`config.mk`:
```
export PLATFORM = sky130hd
export DESIGN_NAME = kab_ctrl
export DESIGN_NICKNAME = d
export VERILOG_FILES = /design/src/kab_pkg.sv /design/src/kab_ctrl.sv
export SDC_FILE = /design/constraint.sdc
export NUM_CORES = 1
export LEC_CHECK = 0
export ABC_AREA = 0
export BUFFER_PORTS_ARGS = -buffer_cell sky130_fd_sc_hd__buf_4
export CAP_MARGIN = 20
export CORE_AREA = 2 2 39 41
export DETAILED_ROUTE_END_ITERATION = 6
export DIE_AREA = 0 0 41 43
export MAX_ROUTING_LAYER = met4
export PLACE_DENSITY_LB_ADDON = 0.2
export SYNTH_ARGS = -nofsm -noshare
export SYNTH_HDL_FRONTEND = slang
export SYNTH_SLANG_ARGS = --single-unit
```
`constraint.sdc`:
```
create_clock -name clk -period 1.46 [get_ports clk]
set_input_delay 0.292 -clock clk [delete_from_list [all_inputs] [get_ports clk]]
set_output_delay 0.292 -clock clk [all_outputs]
set_load 0.02 [all_outputs]
```
`src/kab_pkg.sv`:
```
// Shared types, constants and fixed-point helpers for the angle and bias filter.
// Used by the controller, the datapath, the divider and the top level.
`default_nettype none

package kab_pkg;

    // Field widths of the channels and the configuration port.
    localparam int AXIS_W  = 2;
    localparam int MEAS_W  = 19;
    localparam int GYRO_W  = 24;
    localparam int DT_W    = 16;
    localparam int EST_W   = 32;
    localparam int NOISE_W = 30;
    localparam int CFG_IDX_W = 2;

    // Working widths: saturation input and multiplier operands.
    localparam int SAT_W   = 40;
    localparam int MUL_A_W = 36;
    localparam int MUL_B_W = 33;
    localparam int PROD_W  = MUL_A_W + MUL_B_W;

    // Fraction bits of the time step and of the covariance and gain format.
    localparam int DT_FRAC  = 16;
    localparam int COV_FRAC = 30;

    // Configuration register indexes.
    localparam logic [CFG_IDX_W-1:0] CFG_ANGLE_Q = 2'd0;
    localparam logic [CFG_IDX_W-1:0] CFG_BIAS_Q  = 2'd1;
    localparam logic [CFG_IDX_W-1:0] CFG_MEAS_R  = 2'd2;

    // Configuration reset values (0.001, 0.003 and 0.03 in Q2.30).
    localparam logic [NOISE_W-1:0] ANGLE_Q_RST = 30'd1073742;
    localparam logic [NOISE_W-1:0] BIAS_Q_RST  = 30'd3221225;
    localparam logic [NOISE_W-1:0] MEAS_R_RST  = 30'd32212255;

    // Axis codes.
    localparam logic [AXIS_W-1:0] AXIS_ROLL  = 2'd0;
    localparam logic [AXIS_W-1:0] AXIS_PITCH = 2'd1;
    localparam logic [AXIS_W-1:0] AXIS_YAW   = 2'd2;
    localparam logic [AXIS_W-1:0] AXIS_NONE  = 2'd3;

    // Controller states.
    typedef enum logic [4:0] {
        ST_IDLE, ST_RATE, ST_D, ST_INNER, ST_PMUL, ST_QB, ST_P3, ST_DIVST, ST_DIV,
        ST_K, ST_U1, ST_U2, ST_U3, ST_U4, ST_U5, ST_U6, ST_U7, ST_WB
    } st_t;

    // Datapath operations, one for each working state.
    typedef enum logic [4:0] {
        OP_NOP, OP_RATE, OP_D, OP_INNER, OP_PMUL, OP_QB, OP_P3, OP_DIVST,
        OP_K, OP_U1, OP_U2, OP_U3, OP_U4, OP_U5, OP_U6, OP_U7
    } op_t;

    // Commands from the controller to the datapath.
    typedef struct packed {
        logic load;
        logic wb;
        op_t  op;
    } cmd_t;

    // Status from the datapath to the controller.
    typedef struct packed {
        logic yaw;
        logic none;
        logic div_busy;
        logic out_busy;
    } stat_t;

    // Clamp a wide signed value to signed 32 bits.
    function automatic logic signed [EST_W-1:0] sat32(input logic signed [SAT_W-1:0] v);
        logic signed [EST_W-1:0] r;
        if (v > 40'sd2147483647)
            r = 32'sh7FFF_FFFF;
        else if (v < -40'sd2147483648)
            r = 32'sh8000_0000;
        else
            r = v[EST_W-1:0];
        return r;
    endfunction

    // Round a product to nearest, ties upward, dropping s fraction bits.
    function automatic logic signed [SAT_W-1:0] rnd_sh(input logic signed [PROD_W-1:0] v,
                                                       input int unsigned s);
        logic signed [PROD_W-1:0] half;
        logic signed [PROD_W-1:0] t;
        half = 69'sd1 <<< (s - 1);
        t = v + half;
        return SAT_W'(t >>> s);
    endfunction

endpackage

`default_nettype wire

```
`src/kab_ctrl.sv`:
```
// Sequencing state machine for the filter: steps the datapath through one item.
// Depends on kab_pkg for the state, command and status types.
`default_nettype none

module kab_ctrl (
    input  wire logic           clk,
    input  wire logic           rst_n,
    input  wire logic           in_valid,
    output logic                in_stall,
    input  wire kab_pkg::stat_t stat,
    output kab_pkg::cmd_t       cmd
);
    import kab_pkg::*;

    st_t state_reg, state_next;

    always_ff @(posedge clk or negedge rst_n)
    begin
        if (!rst_n)
            state_reg <= ST_IDLE;
        else
            state_reg <= state_next;
    end

    // Next state.
    always_comb
    begin
        state_next = state_reg;
        case (state_reg)
            ST_IDLE:  if (in_valid) state_next = ST_RATE;
            ST_RATE:  state_next = stat.none ? ST_WB : ST_D;
            ST_D:     state_next = stat.yaw ? ST_WB : ST_INNER;
            ST_INNER: state_next = ST_PMUL;
            ST_PMUL:  state_next = ST_QB;
            ST_QB:    state_next = ST_P3;
            ST_P3:    state_next = ST_DIVST;
            ST_DIVST: state_next = ST_DIV;
            ST_DIV:   if (!stat.div_busy) state_next = ST_K;
            ST_K:     state_next = ST_U1;
            ST_U1:    state_next = ST_U2;
            ST_U2:    state_next = ST_U3;
            ST_U3:    state_next = ST_U4;
            ST_U4:    state_next = ST_U5;
            ST_U5:    state_next = ST_U6;
            ST_U6:    state_next = ST_U7;
            ST_U7:    state_next = ST_WB;
            ST_WB:    if (!stat.out_busy) state_next = ST_IDLE;
            default:  state_next = ST_IDLE;
        endcase
    end

    // Commands and input handshake.
    always_comb
    begin
        cmd.load = 1'b0;
        cmd.wb   = 1'b0;
        cmd.op   = OP_NOP;
        in_stall = 1'b1;
        case (state_reg)
            ST_IDLE:
            begin
                in_stall = 1'b0;
                cmd.load = in_valid;
            end
            ST_RATE:  cmd.op = OP_RATE;
            ST_D:     cmd.op = OP_D;
            ST_INNER: cmd.op = OP_INNER;
            ST_PMUL:  cmd.op = OP_PMUL;
            ST_QB:    cmd.op = OP_QB;
            ST_P3:    cmd.op = OP_P3;
            ST_DIVST: cmd.op = OP_DIVST;
            ST_DIV:   cmd.op = OP_NOP;
            ST_K:     cmd.op = OP_K;
            ST_U1:    cmd.op = OP_U1;
            ST_U2:    cmd.op = OP_U2;
            ST_U3:    cmd.op = OP_U3;
            ST_U4:    cmd.op = OP_U4;
            ST_U5:    cmd.op = OP_U5;
            ST_U6:    cmd.op = OP_U6;
            ST_U7:    cmd.op = OP_U7;
            ST_WB:    cmd.wb = !stat.out_busy;
            default:  cmd.op = OP_NOP;
        endcase
    end

endmodule

`default_nettype wire

```
# == Word-level counts from Yosys, hierarchy flattened ==
# Index checks and enable logic that the tools add are counted.
# word_totals
regBits,5
input_bits,7
output_inout_bits,8
wordCells,34
# classes
n_eq_ne,20
mux,10
reduce_logical,3
# op_table
op,n
5-bit case mux with 18 select lines,1
4-bit case mux with 15 select lines,1
"5-bit by 4-bit == test with 1-bit output, second input constant",8
5-bit two-way mux,5
"5-bit by 3-bit == test with 1-bit output, second input constant",4
"5-bit by 2-bit == test with 1-bit output, second input constant",2
"5-bit == test, second input constant",2
"2-bit != test, second input constant",3
"5-bit by 1-bit == test with 1-bit output, second input constant",1
5-bit logical NOT,1
1-bit two-way mux,3
3-bit AND reduction,1
1-bit logical NOT,1

# == Depth between registers and ports, before layout ==
# logic_depth
depth_word,3
depth_mapped,4
mapped_depth_nobuf,3

# == Least setup slack after synthesis ==
# OpenSTA, ideal clock, no wires.
# synth_timing
path_kind,register to output
from,reg state_reg[3]
to,out cmd[1] (netlist name)
t_arrival_ps,1376
required_time_ps,1168
slack_ps,-208
stages_incl_launch_ff,5
path_buffers,1
cell_sequence,dfrtp_1 buf_6 nor2_1 a22oi_1 o31ai_1
# synth_lines
item,line,source
from (decl),kab_ctrl.sv:15,"st_t state_reg, state_next;"
from (signal assigned),kab_ctrl.sv:22,state_reg <= state_next;
to (decl),kab_ctrl.sv:11,output kab_pkg::cmd_t cmd

==> flow_summary.json <==
{
  "run_status": "finished, violations left",
  "failed_checks": "setup timing",
  "timing.fmax_ghz": 0.615,
  "drive_gt1_share_pct": 70.4,
  "net_switching_fraction_of_the_power_pct": 45.1,
  "cts_buffer_depth": 2,
  "postLayoutSetupSlackWorst_ps": -166,
  "post_drt_via_cell_ratio": 5.27,
  "synth.area.top_cells": "dfrtp_1, buf_6, nor2_1, nand3_1, inv_1",
  "layout.cells.most_common_list": "buf_4, buf_6, dfrtp_2",
  "detailedRoute.firstPassIterationCount": 4,
  "port-buffer-count": 13,
  "startpoint_type": "register",
  "setup_total_negative_slack_ps": -1030,
  "grt_setup_unrepaired": "yes",
  "p_clk_share_pct": 6.8,
  "yosysSeqAreaShare_pct": 26.1,
  "period_utilization_post_route_pct": 111,
  "yosys.cell_types.count": 30,
  "max_cap_viol_count": 0,
  "p_int_mw": 1.32,
  "postLayoutCellArea_um2": 940,
  "diodes": 0,
  "mostFrequentLayoutCell": "buf_4",
  "clkSlewWorstSetupHoldPaths_ps": 40,
  "final_nets": 106,
  "wl_mm": 1.70,
  "cp_data_arrival_time_ps": 1330,
  "die_x_um": 41,
  "vias": 601,
  "cts_buffers": 3,
  "hpwlAfterDp_um": 959,
  "globalRouteTotalUtil_pct": 22.6,
  "final_hold_viol_count": 0,
  "critPathRequiredTime_ps": 1170,
  "synth_seq_cells": 5,
  "post_drt_wl_per_cell_um": 14.9,
  "cts-htree-levels": 1,
  "chipHeight_um": 43,
  "clock_insertion_delay_worst_skew_ps": 250,
  "start_util_pct": 34.6,
  "finalHoldWorstSlack_ps": 317,
  "tritoncts_num_sinks": 5,
  "gpl.final_weighted_congestion": 0.822,
  "power.ir.vdd_worst_mv": 1.28,
  "placement_rows": 14,
  "p_per_area_mw_per_mm2": 2560,
  "post-synth-top-area-cell": "dfrtp_1",
  "drt_first_iter_violations": 5,
  "dp_slack_ps": 14.8,
  "tritoncts": "done",
  "n_fill_cell": 101,
  "ios": 15,
  "synth_area_per_inst_um2": 7.86,
  "mappedNetlistNets": 68,
  "switching_power_mw": 1.08,
  "first_global_vias": 605,
  "period_needed_ps": 1630,
  "min-delay-path-class": "in -> reg",
  "nature_of_the_critical_path_endpoint": "primary output",
  "postRouteAntennaNets": 0,
  "grt_antenna_before_repair": 0,
  "design.die.area_mm2": 0.00176,
  "clk_root_buffer_cell": "clkbuf_4",
  "timing.setup.critical_path_class": "reg -> out",
  "mappedNetlistArea_um2": 479,
  "combPwrFrac_pct": 77.2,
  "grt.overflow.total": 0,
  "yosys.area.top_type_share_pct": 26.1,
  "drcViolationCount": 0,
  "timing.critical_path.fanout_max": 8,
  "largest_reg_flops": 5,
  "slew_viol_final": 0,
  "clock_skew_ps": 8.96,
  "syn_inst": 61,
  "synth.yosys.warnings": 0,
  "grt_pass1_wl_mm": 2.64,
  "area_growth_pct": 96.1,
  "design.core.area_mm2": 0.00138,
  "finalSetupViolations": 8,
  "p_leak_nw": 0.409,
  "pwr-share-seq_pct": 16.0,
  "dpl_cell_area_um2": 659,
  "maximum_number_of_pins_on_one_net_before_global_route_repair": 9
}
[per-layer routing]
| metal | part of all wire [%] | wire length, um | GRT usage [%] | vias up |
|---|---|---|---|---|
| li1 | - | - | - | 289 |
| met1 | 42 | 719 | 27.8 | 287 |
| met2 | 52 | 887 | 33.8 | 22 |
| met3 | 4.7 | 80 | 8.38 | 3 |
| met4 | 0.53 | 9 | 6.67 | 0 |
| met5 | 0 | 0 | - | - |
[worst max-delay path, stage by stage (launching register included)]
cell and delay, ps:
dfrtp_2 480, buf_4 180, o31a_1 290, buf_6 140
[path summary, 6_finish.rpt]
| path | start | end | slack [ps] | cells past startpoint |
|---|---|---|---|---|
| setup / recovery | state_reg[0] | cmd[0] | -170 | 3 |
| setup reg to reg | state_reg[2] | state_reg[0] | -90 | 4 |
| max in group asynchronous | rst_n | state_reg[3] | 960 | 2 |
| min in group asynchronous | rst_n | state_reg[4] | 370 | 2 |
| hold / removal | stat[0] | state_reg[0] | 320 | 3 |
| hold reg to reg | state_reg[4] | state_reg[2] | 730 | 2 |
[cells in the mapped netlist]
cell       n
buf_6      3
o21ai_0    2
nand2_1    4
nor4_2     1
o221ai_1   1
o31ai_1    1
xnor2_1    2
and3_1     2
nand3_1    4
or3_4      1
o211ai_1   1
buf_2      2
o32ai_1    1
nor2b_1    1
nor2_1     6
a22oi_1    1
a311oi_1   1
inv_1      5
a211o_1    2
buf_4      1
o31a_1     1
and2b_2    1
a21oi_1    2
dfrtp_1    5
nand2b_1   2
nor3_1     3
a2bb2oi_1  1
conb_1     1
a21bo_2    1
nor4_1     2
[cells by family after synthesis]
| family | Yosys count | synth area share (%) |
|---|---|---|
| other cells | 1 | 0.783 |
| compound gates | 15 | 23.8 |
| buf+inv | 11 | 14.6 |
| flops | 5 | 26.1 |
| xor+xnor | 2 | 3.66 |
| simple gates | 27 | 31.1 |
[repair_timing]
action                                  4_1_cts  5_1_grt
endpoints found under the hold margin         5        0
buffers inserted                              7        5
endpoints found under the setup margin        7        8
hold buffers                                  1        0
pin swaps                                     8        8
resized for setup                            25       14
[cell type report]
class                           count  area (um2)  area share (%)
Multi-Input combinational cell     45         414            44.1
Timing Repair Buffer               39         329            35.0
Sequential cell                     5         131            14.0
Clock buffer                        4        26.3            2.80
Tap cell                           16        20.0            2.13
Inverter                            5        18.8            2.00
[power by group through the flow]
stage	Combinational, mW	Sequential (mW)	Clock, mW
2_1_floorplan	0.833	0.248	0
3_3_place_gp	1.18	0.334	0
3_5_place_dp	1.19	0.328	0
4_1_cts	1.50	0.357	0.164
5_1_grt	1.96	0.397	0.182
6_report	1.85	0.385	0.164
[metrics by stage]
stage / instances / power, mW / utilization [%]
final: 114 / 2.40 / 67.9
after global placement: 97 / 1.52 / 47.6
after floorplan: 61 / 1.08 / -
after global routing: 114 / 2.54 / 67.9
after CTS: 109 / 2.02 / 59.9
after detailed placement: 97 / 1.52 / 47.6
(Power assumes the default switching activity.)
